**config.mk**
```make
export PLATFORM = sky130hd
export DESIGN_NAME = intra_angular_predictor_unit
export DESIGN_NICKNAME = d
export VERILOG_FILES = /design/src/hw/rtl/iap_pkg.sv /design/src/hw/rtl/iap_ref_store.sv /design/src/hw/rtl/iap_addr_gen.sv /design/src/hw/rtl/iap_sample_calc.sv /design/src/hw/rtl/intra_angular_predictor_unit.sv
export SDC_FILE = /design/constraint.sdc
export NUM_CORES = 2
export LEC_CHECK = 0
export CORE_MARGIN = 2
export CORE_UTILIZATION = 45
export CTS_CLUSTER_DIAMETER = 200
export CTS_CLUSTER_SIZE = 24
export DETAILED_ROUTE_END_ITERATION = 6
export DONT_BUFFER_PORTS = 1
export GPL_TIMING_DRIVEN = 0
export PLACE_DENSITY = 0.7
export RECOVER_POWER = 25
export SETUP_SLACK_MARGIN = 0.4
export SLEW_MARGIN = 20
export SYNTH_ARGS = -nofsm -noshare
export SYNTH_HDL_FRONTEND = slang
export SYNTH_SLANG_ARGS = --single-unit
export TNS_END_PERCENT = 5
```
**constraint.sdc**
```tcl
create_clock -name clk -period 12 [get_ports clk]
set_input_delay 3.6 -clock clk [delete_from_list [all_inputs] [get_ports clk]]
set_output_delay 3.6 -clock clk [all_outputs]
set_load 0.005 [all_outputs]
```
**src/hw/rtl/iap_pkg.sv**
```systemverilog
`timescale 1ns / 1ps

package iap_pkg;

  // Item mode codes.
  localparam logic [1:0] MODE_LOAD_ABOVE = 2'd0;
  localparam logic [1:0] MODE_LOAD_LEFT  = 2'd1;
  localparam logic [1:0] MODE_PREDICT    = 2'd2;

  localparam int LOG2_MIN        = 2;
  localparam int LOG2_MAX        = 5;
  localparam int DIR_MIN         = 2;
  localparam int DIR_MAX         = 34;
  localparam int DIR_VER_MIN     = 18;
  localparam int DIR_VER_CENTER  = 26;
  localparam int DIR_HOR_CENTER  = 10;
  localparam int BD_MIN          = 8;
  localparam int BD_MAX          = 12;
  localparam int BD_RESET        = 8;
  localparam int INV_ROUND       = 128;
  localparam int INTERP_ROUND    = 16;
  // Signed width of a main reference index before it is resolved.
  localparam int IDX_W           = 9;

  typedef struct packed {
    logic [1:0]  mode;
    logic [6:0]  ref_index;
    logic [11:0] ref_sample;
    logic [2:0]  block_log2;
    logic [5:0]  pred_dir;
    logic        edge_filter;
    logic [4:0]  row;
  } item_t;

  typedef struct packed {
    logic [11:0] sample;
    logic [4:0]  column;
    logic [4:0]  out_row;
    logic        last;
  } result_t;

  // Decoded row request handed to the address generator.
  typedef struct packed {
    logic        ver;
    logic [6:0]  angle;
    logic [12:0] inv;
    logic        filt;
    logic [4:0]  n_m1;
    logic [4:0]  row;
  } pred_cmd_t;

  // Where the two operands of one sample come from.
  typedef struct packed {
    logic x_left;
    logic y_left;
    logic x_zero;
    logic y_zero;
  } ref_sel_t;

  typedef struct packed {
    logic [4:0] fr;
    logic       filt_now;
    logic [4:0] column;
    logic [4:0] out_row;
    logic       last;
  } samp_tag_t;

  typedef struct packed {
    logic [11:0] above0;
    logic [11:0] above1;
    logic [11:0] left0;
    logic [11:0] left1;
  } ref_rd_t;

  function automatic logic [5:0] ang_step(input logic [3:0] a);
    logic [5:0] r;
    case (a)
      4'd0:    r = 6'd0;
      4'd1:    r = 6'd2;
      4'd2:    r = 6'd5;
      4'd3:    r = 6'd9;
      4'd4:    r = 6'd13;
      4'd5:    r = 6'd17;
      4'd6:    r = 6'd21;
      4'd7:    r = 6'd26;
      4'd8:    r = 6'd32;
      default: r = 6'd0;
    endcase
    return r;
  endfunction

  function automatic logic [12:0] inv_step(input logic [3:0] a);
    logic [12:0] r;
    case (a)
      4'd0:    r = 13'd0;
      4'd1:    r = 13'd4096;
      4'd2:    r = 13'd1638;
      4'd3:    r = 13'd910;
      4'd4:    r = 13'd630;
      4'd5:    r = 13'd482;
      4'd6:    r = 13'd390;
      4'd7:    r = 13'd315;
      4'd8:    r = 13'd256;
      default: r = 13'd0;
    endcase
    return r;
  endfunction

endpackage

```
**src/hw/rtl/iap_ref_store.sv**
```systemverilog
`timescale 1ns / 1ps

module iap_ref_store #(
  parameter int DEPTH = 65,
  parameter int AW    = 7
) (
  input  logic               clk,
  input  logic               wr_en,
  input  logic               wr_left,
  input  logic [AW-1:0]      wr_addr,
  input  logic [11:0]        wr_data,
  input  logic               rd_en,
  input  logic               x_left,
  input  logic [AW-1:0]      x_addr,
  input  logic [AW-1:0]      y_addr,
  output iap_pkg::ref_rd_t   rd
);

  logic [11:0] above_mem [DEPTH];
  logic [11:0] left_mem  [DEPTH];
  logic [AW-1:0] above_a0;
  logic [AW-1:0] left_a0;

  // Port 0 of the store holding the first operand reads it; port 0 of the
  // other store reads the corner, which the edge filter needs.
  assign above_a0 = x_left ? '0 : x_addr;
  assign left_a0  = x_left ? x_addr : '0;

  always_ff @(posedge clk) begin
    if (wr_en && !wr_left) begin
      above_mem[wr_addr] <= wr_data;
    end
    if (wr_en && wr_left) begin
      left_mem[wr_addr] <= wr_data;
    end
    if (rd_en) begin
      rd.above0 <= above_mem[above_a0];
      rd.above1 <= above_mem[y_addr];
      rd.left0  <= left_mem[left_a0];
      rd.left1  <= left_mem[y_addr];
    end
  end

endmodule

```
**src/hw/rtl/iap_addr_gen.sv**
```systemverilog
`timescale 1ns / 1ps

module iap_addr_gen #(
  parameter int DEPTH = 65,
  parameter int AW    = 7
) (
  input  logic                  clk,
  input  logic                  rst,
  input  logic                  start,
  input  iap_pkg::pred_cmd_t    cmd,
  input  logic                  advance,
  output logic                  idle,
  output logic                  b_valid,
  output logic [AW-1:0]         x_addr,
  output logic [AW-1:0]         y_addr,
  output iap_pkg::ref_sel_t     sel,
  output iap_pkg::samp_tag_t    tag
);

  localparam logic signed [iap_pkg::IDX_W-1:0] DEPTH_S = iap_pkg::IDX_W'(DEPTH);

  typedef struct packed {
    logic          side;
    logic          zero;
    logic [AW-1:0] addr;
  } ref_loc_t;

  iap_pkg::pred_cmd_t cmd_q;
  logic               busy;
  logic [4:0]         col;

  logic [4:0]         k;
  logic [4:0]         l;
  logic [5:0]         kp1;
  logic signed [13:0] pos_next;

  logic               a_valid;
  logic signed [13:0] a_pos;
  logic [5:0]         a_lp1;
  logic [5:0]         a_kp1;
  logic               a_ver;
  logic               a_filt_now;
  logic [12:0]        a_inv;
  logic [4:0]         a_col;
  logic [4:0]         a_row;
  logic               a_last;

  logic signed [iap_pkg::IDX_W-1:0] ip;
  logic signed [iap_pkg::IDX_W-1:0] i0;
  logic signed [iap_pkg::IDX_W-1:0] i1;
  ref_loc_t           x_loc;
  ref_loc_t           y_main;
  ref_loc_t           y_loc;

  // A negative main index is projected onto the side store through the
  // inverse angle; anything past the end of a store reads as zero.
  function automatic ref_loc_t locate(input logic signed [iap_pkg::IDX_W-1:0] idx,
                                      input logic [12:0] inv);
    logic [5:0]  mag;
    logic [18:0] prod;
    logic [10:0] sidx;
    ref_loc_t    loc;
    mag  = 6'(-idx);
    prod = 19'(mag) * 19'(inv);
    sidx = 11'((prod + 19'(iap_pkg::INV_ROUND)) >> 8);
    if (idx[iap_pkg::IDX_W-1]) begin
      loc.side = 1'b1;
      loc.zero = (sidx >= 11'(DEPTH));
      loc.addr = AW'(sidx);
    end else begin
      loc.side = 1'b0;
      loc.zero = (idx >= DEPTH_S);
      loc.addr = AW'(idx);
    end
    return loc;
  endfunction

  assign idle = !busy && !a_valid && !b_valid;

  // Sequencer: one column per advance.
  always_ff @(posedge clk) begin
    if (rst) begin
      busy <= 1'b0;
    end else if (start) begin
      busy <= 1'b1;
    end else if (advance && busy && (col == cmd_q.n_m1)) begin
      busy <= 1'b0;
    end
  end

  always_ff @(posedge clk) begin
    if (start) begin
      cmd_q <= cmd;
      col   <= '0;
    end else if (advance && busy) begin
      col <= col + 5'd1;
    end
  end

  // Stage A: projection offset of this column.
  assign k        = cmd_q.ver ? cmd_q.row : col;
  assign l        = cmd_q.ver ? col : cmd_q.row;
  assign kp1      = {1'b0, k} + 6'd1;
  assign pos_next = $signed({1'b0, kp1}) * $signed(cmd_q.angle);

  always_ff @(posedge clk) begin
    if (rst) begin
      a_valid <= 1'b0;
      b_valid <= 1'b0;
    end else if (advance) begin
      a_valid <= busy;
      b_valid <= a_valid;
    end
  end

  always_ff @(posedge clk) begin
    if (advance) begin
      a_pos      <= pos_next;
      a_lp1      <= {1'b0, l} + 6'd1;
      a_kp1      <= kp1;
      a_ver      <= cmd_q.ver;
      a_filt_now <= cmd_q.filt && (l == 5'd0);
      a_inv      <= cmd_q.inv;
      a_col      <= col;
      a_row      <= cmd_q.row;
      a_last     <= (col == cmd_q.n_m1);
    end
  end

  // Stage B: resolve the two operand positions to store addresses.
  assign ip     = iap_pkg::IDX_W'(a_pos >>> 5);
  assign i0     = $signed({3'b000, a_lp1}) + ip;
  assign i1     = i0 + 9'sd1;
  assign x_loc  = locate(i0, a_inv);
  assign y_main = locate(i1, a_inv);

  always_comb begin
    y_loc = y_main;
    if (a_filt_now) begin
      y_loc.side = 1'b1;
      y_loc.zero = 1'b0;
      y_loc.addr = AW'(a_kp1);
    end
  end

  always_ff @(posedge clk) begin
    if (advance) begin
      x_addr       <= x_loc.addr;
      y_addr       <= y_loc.addr;
      sel.x_left   <= !(x_loc.side ^ a_ver);
      sel.y_left   <= !(y_loc.side ^ a_ver);
      sel.x_zero   <= x_loc.zero;
      sel.y_zero   <= y_loc.zero;
      tag.fr       <= a_pos[4:0];
      tag.filt_now <= a_filt_now;
      tag.column   <= a_col;
      tag.out_row  <= a_row;
      tag.last     <= a_last;
    end
  end

endmodule

```
**src/hw/rtl/iap_sample_calc.sv**
```systemverilog
`timescale 1ns / 1ps

module iap_sample_calc (
  input  iap_pkg::ref_rd_t   rd,
  input  iap_pkg::ref_sel_t  sel,
  input  iap_pkg::samp_tag_t tag,
  input  logic [3:0]         sample_bits,
  output logic [11:0]        sample
);

  logic [11:0]        x;
  logic [11:0]        y;
  logic [11:0]        z;
  logic [3:0]         bd_sat;
  logic [11:0]        maxv;
  logic signed [12:0] diff;
  logic signed [12:0] half;
  logic signed [13:0] sum;
  logic [5:0]         w0;
  logic [18:0]        acc;

  assign x = sel.x_zero ? 12'd0 : (sel.x_left ? rd.left0 : rd.above0);
  assign y = sel.y_zero ? 12'd0 : (sel.y_left ? rd.left1 : rd.above1);
  // The corner of the side store sits on the port 0 that x does not use.
  assign z = sel.x_left ? rd.above0 : rd.left0;

  always_comb begin
    if (sample_bits < 4'(iap_pkg::BD_MIN)) begin
      bd_sat = 4'(iap_pkg::BD_MIN);
    end else if (sample_bits > 4'(iap_pkg::BD_MAX)) begin
      bd_sat = 4'(iap_pkg::BD_MAX);
    end else begin
      bd_sat = sample_bits;
    end
  end

  assign maxv = 12'((13'd1 << bd_sat) - 13'd1);

  // Edge filter: add half the side gradient, rounded toward minus infinity.
  assign diff = $signed({1'b0, y}) - $signed({1'b0, z});
  assign half = diff >>> 1;
  assign sum  = $signed({2'b00, x}) + 14'(half);

  assign w0  = 6'd32 - {1'b0, tag.fr};
  assign acc = 19'(w0) * 19'(x) + 19'(tag.fr) * 19'(y) + 19'(iap_pkg::INTERP_ROUND);

  always_comb begin
    if (tag.filt_now) begin
      if (sum[13]) begin
        sample = 12'd0;
      end else if (sum[12:0] > {1'b0, maxv}) begin
        sample = maxv;
      end else begin
        sample = sum[11:0];
      end
    end else if (tag.fr != 5'd0) begin
      sample = 12'(acc >> 5);
    end else begin
      sample = x;
    end
  end

endmodule

```
**src/hw/rtl/intra_angular_predictor_unit.sv**
```systemverilog
`timescale 1ns / 1ps

// Angular intra predictor for directions 2 to 34.
// The item channel carries three kinds of transfers: loads of the above or
// left reference store (index 0 is the corner) and row requests. A load
// returns nothing. A row request for an N x N block
// returns N result transfers, one sample per column, with last set on the
// final column; rows at or beyond N return nothing. Horizontal directions
// return the transposed block.
// Each sample passes the stage A and stage B address registers, the registered
// store read and the output register; samples follow one per cycle while the
// receiver keeps up, since each column needs one read of both reference
// memories. No new item is taken until the address generator has issued every column.
// When the receiver stalls the whole sample pipeline holds in place; the
// output register keeps its result until it is taken.
// The cfg channel sets the bit depth for the edge filter clip; it is always
// ready and should be written while no row is in flight. Reset clears the
// control state and sets the bit depth to 8; the reference stores keep
// no reset value and must be loaded before use.
module intra_angular_predictor_unit #(
  parameter int MAX_SIZE = 32
) (
  input  logic              clk,
  input  logic              rst,
  input  logic              item_valid,
  output logic              item_ready,
  input  iap_pkg::item_t    item,
  output logic              result_valid,
  input  logic              result_ready,
  output iap_pkg::result_t  result,
  input  logic              cfg_valid,
  output logic              cfg_ready,
  input  logic [3:0]        cfg_data
);

  localparam int DEPTH = 2 * MAX_SIZE + 1;
  localparam int AW    = $clog2(DEPTH);
  localparam int CAP   = (MAX_SIZE < 32) ? MAX_SIZE : 32;

  logic               accept;
  logic               advance;
  logic [3:0]         sample_bits;

  logic [2:0]         lg_sat;
  logic [5:0]         n_full;
  logic [5:0]         n;
  logic [5:0]         dir_sat;
  logic               ver;
  logic [6:0]         ang_raw;
  logic [3:0]         absi;
  logic [5:0]         ang_mag;
  iap_pkg::pred_cmd_t cmd;
  logic               start;
  logic               wr_en;

  logic               gen_idle;
  logic               b_valid;
  logic [AW-1:0]      x_addr;
  logic [AW-1:0]      y_addr;
  iap_pkg::ref_sel_t  b_sel;
  iap_pkg::samp_tag_t b_tag;
  iap_pkg::ref_rd_t   rd;

  logic               c_valid;
  iap_pkg::ref_sel_t  c_sel;
  iap_pkg::samp_tag_t c_tag;
  logic [11:0]        sample;

  assign item_ready = gen_idle;
  assign accept     = item_valid && item_ready;
  assign advance    = !result_valid || result_ready;
  assign cfg_ready  = 1'b1;

  always_ff @(posedge clk) begin
    if (rst) begin
      sample_bits <= 4'(iap_pkg::BD_RESET);
    end else if (cfg_valid && cfg_ready) begin
      sample_bits <= cfg_data;
    end
  end

  // Decode a row request.
  always_comb begin
    if (item.block_log2 < 3'(iap_pkg::LOG2_MIN)) begin
      lg_sat = 3'(iap_pkg::LOG2_MIN);
    end else if (item.block_log2 > 3'(iap_pkg::LOG2_MAX)) begin
      lg_sat = 3'(iap_pkg::LOG2_MAX);
    end else begin
      lg_sat = item.block_log2;
    end
    if (item.pred_dir < 6'(iap_pkg::DIR_MIN)) begin
      dir_sat = 6'(iap_pkg::DIR_MIN);
    end else if (item.pred_dir > 6'(iap_pkg::DIR_MAX)) begin
      dir_sat = 6'(iap_pkg::DIR_MAX);
    end else begin
      dir_sat = item.pred_dir;
    end
  end

  assign n_full  = 6'd1 << lg_sat;
  assign n       = (n_full > 6'(CAP)) ? 6'(CAP) : n_full;
  assign ver     = (dir_sat >= 6'(iap_pkg::DIR_VER_MIN));
  assign ang_raw = ver ? 7'({1'b0, dir_sat}) - 7'(iap_pkg::DIR_VER_CENTER)
                       : 7'(iap_pkg::DIR_HOR_CENTER) - 7'({1'b0, dir_sat});
  assign absi    = ang_raw[6] ? 4'(7'd0 - ang_raw) : 4'(ang_raw);
  assign ang_mag = iap_pkg::ang_step(absi);

  assign cmd.ver   = ver;
  assign cmd.angle = ang_raw[6] ? 7'd0 - {1'b0, ang_mag} : {1'b0, ang_mag};
  assign cmd.inv   = iap_pkg::inv_step(absi);
  assign cmd.filt  = item.edge_filter && (absi == 4'd0);
  assign cmd.n_m1  = 5'(n - 6'd1);
  assign cmd.row   = item.row;

  assign start = accept && (item.mode == iap_pkg::MODE_PREDICT) && ({1'b0, item.row} < n);
  assign wr_en = accept
               && (item.mode == iap_pkg::MODE_LOAD_ABOVE || item.mode == iap_pkg::MODE_LOAD_LEFT)
               && (8'(item.ref_index) < 8'(DEPTH));

  iap_addr_gen #(
    .DEPTH (DEPTH),
    .AW    (AW)
  ) u_addr_gen (
    .clk     (clk),
    .rst     (rst),
    .start   (start),
    .cmd     (cmd),
    .advance (advance),
    .idle    (gen_idle),
    .b_valid (b_valid),
    .x_addr  (x_addr),
    .y_addr  (y_addr),
    .sel     (b_sel),
    .tag     (b_tag)
  );

  // Loads are taken only when no read is pending, so a read never sees a
  // store written after its request.
  iap_ref_store #(
    .DEPTH (DEPTH),
    .AW    (AW)
  ) u_ref_store (
    .clk     (clk),
    .wr_en   (wr_en),
    .wr_left (item.mode == iap_pkg::MODE_LOAD_LEFT),
    .wr_addr (AW'(item.ref_index)),
    .wr_data (item.ref_sample),
    .rd_en   (advance && b_valid),
    .x_left  (b_sel.x_left),
    .x_addr  (x_addr),
    .y_addr  (y_addr),
    .rd      (rd)
  );

  iap_sample_calc u_sample_calc (
    .rd          (rd),
    .sel         (c_sel),
    .tag         (c_tag),
    .sample_bits (sample_bits),
    .sample      (sample)
  );

  always_ff @(posedge clk) begin
    if (rst) begin
      c_valid      <= 1'b0;
      result_valid <= 1'b0;
    end else if (advance) begin
      c_valid      <= b_valid;
      result_valid <= c_valid;
    end
  end

  always_ff @(posedge clk) begin
    if (advance) begin
      c_sel          <= b_sel;
      c_tag          <= b_tag;
      result.sample  <= sample;
      result.column  <= c_tag.column;
      result.out_row <= c_tag.out_row;
      result.last    <= c_tag.last;
    end
  end

endmodule

```
==> impl_results.md <==
- Post-Route Setup TNS: 0 ns
- Core ar.: a little over 0.2 mm^2
- ANT nets after route: 0
- Row count: 167
- Final Hold Fails: 0
- DRC: 5
- Final period util: around two thirds
- Largest family of logic cells by synthesized area: multiplexers
- Clk pin slew, worst setup/hold paths: 0.12 ns
- Fmax: 124 MHz
- R2R Path End: u_addr_gen.sel[0]
- Clock Latency Late Sink: between 0.8 and 0.9 ns
- First-pass DRT Iterations: 7
- Failing checks: design-rule violations
- CP most frequent cell: fa_1
- Multiplexer share of the synthesized area: 20.1%
- # IOs: 71
- Reg2reg path depth: 29
- Slowest CP cell: xor2_1
- Root buf cell: clkbuf_16
- Gr ovfl total: 0
- Final Slew Violations: 0
- Cell count after synthesis: 5,939
- Area Overhead vs Synth: 7.45%
- Vias/cell: 6.87
- CTS Hold Bufs: 0
- Final period demand of the worst path: a little over 8 ns
- Vias: slightly above 60,000
- Nets@finish: 6,556
- Largest net degree at the start of global routing: 131
- Seq/Total Area, Yosys: a little under three fifths
- Global-route wire length before repair: 461 mm
- EDFF count, synth: 1,769
- Die Width: 460 um
- Synth cell types: 87
- 1st-iter DRT viols: 10,500
- Startpoint Class: register
- Die Y: 460 um
- Main synth FF type: edfxtp_1
- Netlist area before placement: around 0.094 mm^2
- Worst slew pin tran: 1.30 ns
- Synth Area in XOR/XNOR: 1.01%
- H-Tree Depth: 3
- Total wire length: 335 mm
- Worst Hold Path EP: u_addr_gen.a_inv[8]
- Crit path DAT: between 8 and 9 ns
- Status: finished with violations
- CP peak stage delay: 0.54 ns
- Post-DP HPWL: 243 mm
- Postcts setup bufs: 0
- Number of CTS-inserted buffers: 84
- Slew margin rel.: 13.5%
- Worst path required time: between 10 and 15 ns
- Adder-Cell Fraction of Synth Area: 7.26%
- Maximum capacitance violations: 0
- FF-to-FF setup slack: 3.92 ns
- Worst reg2reg path startpoint: u_addr_gen.a_lp1[0]
- Average wire per standard cell: 37.7 um
- Gp weighted congestion: 1.08
- Setup Skew: 0.0740 ns
- Critical path type: reg -> reg
- Worst Hold Class: reg -> reg
- Synth Area in Compound Gates: 5.92%
- TritonCTS clock tree: yes
- Crit end category: register
- Flops & latches, synth: 1,783
- Die Area: roughly 0.21 mm^2
- Clock Tree Buf Depth: 3
- Port Buffers: 0
- Ratio of cells with drive above 1 in the final layout: 20.1%
- RSZ-0062 raised after global routing: false
- Hold Path Stages: 0
- Ys Warns: 0
- Endpoints failing setup: 0
- Syn Area/Cell: 15.8 um^2
- Tot GR Track Use: 31.4%
- Post-synthesis simple-gate area fraction: 5.62%
- Antenna violations before repair: 30
- Clock sinks: 1,783
- Async S/R FF share, synth: 0%
- Vias in the first global route: 59,400
- Resized Gates After CTS: 0
- Initial core utilization: 45.2%
- Fin util: 48.6%
- HP Start: u_addr_gen.cmd_q[19]
- Largest fanout on the critical path: 10
## cells in the mapped netlist, types with 5 or more instances
master    count  area share [%]
nand3b_1     71            0.57
nor3_1      116            0.62
mux4_2      746              18
o311a_1       5           0.053
nand2b_1     17            0.11
and3_1       13           0.087
nor4_1        9           0.060
mux2_2       39            0.47
mux2i_1     158             1.7
o21ai_0     136            0.73
a211o_1       6           0.056
or2_2         9           0.060
a22o_1        5           0.047
nor3b_1       5           0.040
edfxtp_1   1769              57
nand2_1     362             1.5
ha_1        228             3.0
o31a_1        5           0.047
o21ai_1       6           0.032
a211oi_1    121            0.97
xnor2_1      65            0.61
fa_1        197             4.2
a31oi_1      39            0.26
dfxtp_1      14            0.30
o221ai_1     13            0.12
o211ai_1     70            0.56
nand3_1      37            0.20
and2_1      112            0.75
o22ai_1     204             1.4
clkbuf_1    272             1.1
o21bai_1     11           0.088
nand4_1       8           0.053
o21a_1       14            0.11
inv_1       300             1.2
xor2_1       39            0.36
buf_1        63            0.25
a311oi_1     22            0.21
buf_4         6           0.048
a21o_1       15            0.12
a21oi_1     134            0.72
buf_2        79            0.42
or3_1        15            0.10
o31ai_1      19            0.15
nor2_1      268             1.1
nor2b_1      37            0.25
## worst max-delay path, delay by kind of cell (launching register included)
kind / cells / cell delay [ns]
adders and majority gates: 7 / 2.79
AOI/OAI and AO/OA: 7 / 1.66
and+or+nand+nor: 9 / 1.55
xor gates and xnor gates: 2 / 0.86
buffers and inverters: 4 / 0.60
DFF: 1 / 0.36
## final cells by class
cell class | count | area (um^2)
Antenna cell | 12 | 30.0
Buffer | 422 | 1780
Clock buffer | 91 | 2130
Clock inverter | 8 | 168
Fill cell | 17400 | 106000
Inverter | 301 | 1130
Multi-Input combinational cell | 3442 | 37800
Sequential cell | 1783 | 53400
Tap cell | 2788 | 3490
Timing Repair Buffer | 52 | 726
## cell families after synthesis
| family | after synthesis |
|---|---|
| adders and majority gates | 425 |
| DFF | 1783 |
| AOI/OAI and AO/OA | 854 |
| and+or+nand+nor | 1100 |
| other | 2 |
| buffers and inverters | 723 |
| muxes | 946 |
| xor gates and xnor gates | 106 |
## how the worst max path moves through the flow
stage,slack (ns),cells after the start,end,start
6_report,3.92,29,u_addr_gen.sel[0],u_addr_gen.a_lp1[0]
5_1_grt,3.39,29,u_addr_gen.sel[0],u_addr_gen.a_lp1[0]
4_1_cts,3.94,27,u_addr_gen.sel[0],u_addr_gen.a_lp1[1]
3_5_place_dp,3.96,17,u_addr_gen.cmd_q[28],item[10]
3_3_place_gp,2.14,4,u_ref_store.rd[10],result_ready
2_1_floorplan,4.03,4,u_ref_store.rd[0],result_ready
## routing by layer
layer	track usage, %	up-vias	wire [um]	share of wire, %
met1	40.8	31400	119000	35
met5	0	-	170	0.051
met3	11.7	895	49400	15
met4	16.1	24	20700	6.2
li1	-	23800	-	-
met2	46.0	5014	146000	44
## flip-flops by register name, indices dropped and copies added (netlist names), 4 cells and up
| signal | cells |
|---|---|
| u_addr_gen.a_row | 5 |
| u_addr_gen.y_addr | 7 |
| u_addr_gen.cmd_q | 31 |
| sample_bits | 4 |
| c_sel | 4 |
| u_addr_gen.a_col | 5 |
| u_addr_gen.tag | 17 |
| u_addr_gen.a_lp1 | 6 |
| u_addr_gen.a_pos | 14 |
| u_addr_gen.x_addr | 7 |
| u_ref_store.rd | 48 |
| result | 23 |
| u_addr_gen.col | 5 |
| u_ref_store.left_mem | 780 |
| u_addr_gen.sel | 4 |
| u_addr_gen.a_kp1 | 6 |
| c_tag | 17 |
| u_ref_store.above_mem | 780 |
| u_addr_gen.a_inv | 12 |
## cells in the final DEF (no fill, tap or decap), types with 17 or more instances in the layout
cell and n:
fa_1 197, mux2_2 39, clkbuf_1 243, nor2_1 141, buf_6 32, xor2_1 39
xnor2_1 65, nor2_2 127, o31ai_1 19, nand2_1 362, clkbuf_16 84, buf_1 52
nand3_1 37, edfxtp_1 1769, o211ai_1 70, a311oi_1 22, ha_1 228, and2_1 109
a211oi_1 118, o22ai_1 204, nor2b_1 37, nand3b_1 71, mux4_2 746, o21ai_0 135
inv_1 298, nor3_1 116, a31oi_1 39, mux2i_1 158, a21oi_1 134, buf_2 88
nand2b_1 17, clkbuf_2 38
## metrics by stage
step	instance area, um^2	instances	setup WS (ns)	hold WS (ns)
finish	101000	8899	3.92	0.405
global placement	97200	8736	2.14	0.401
CTS	101000	8885	3.94	0.410
floorplan	93700	5948	4.03	0.400
detailed placement	98300	8786	3.96	0.405
global route	101000	8887	3.39	0.421
Power is left out: the tool's default activity adds up to more than one toggle a clock period on the data nets, which glitch-free logic cannot reach.
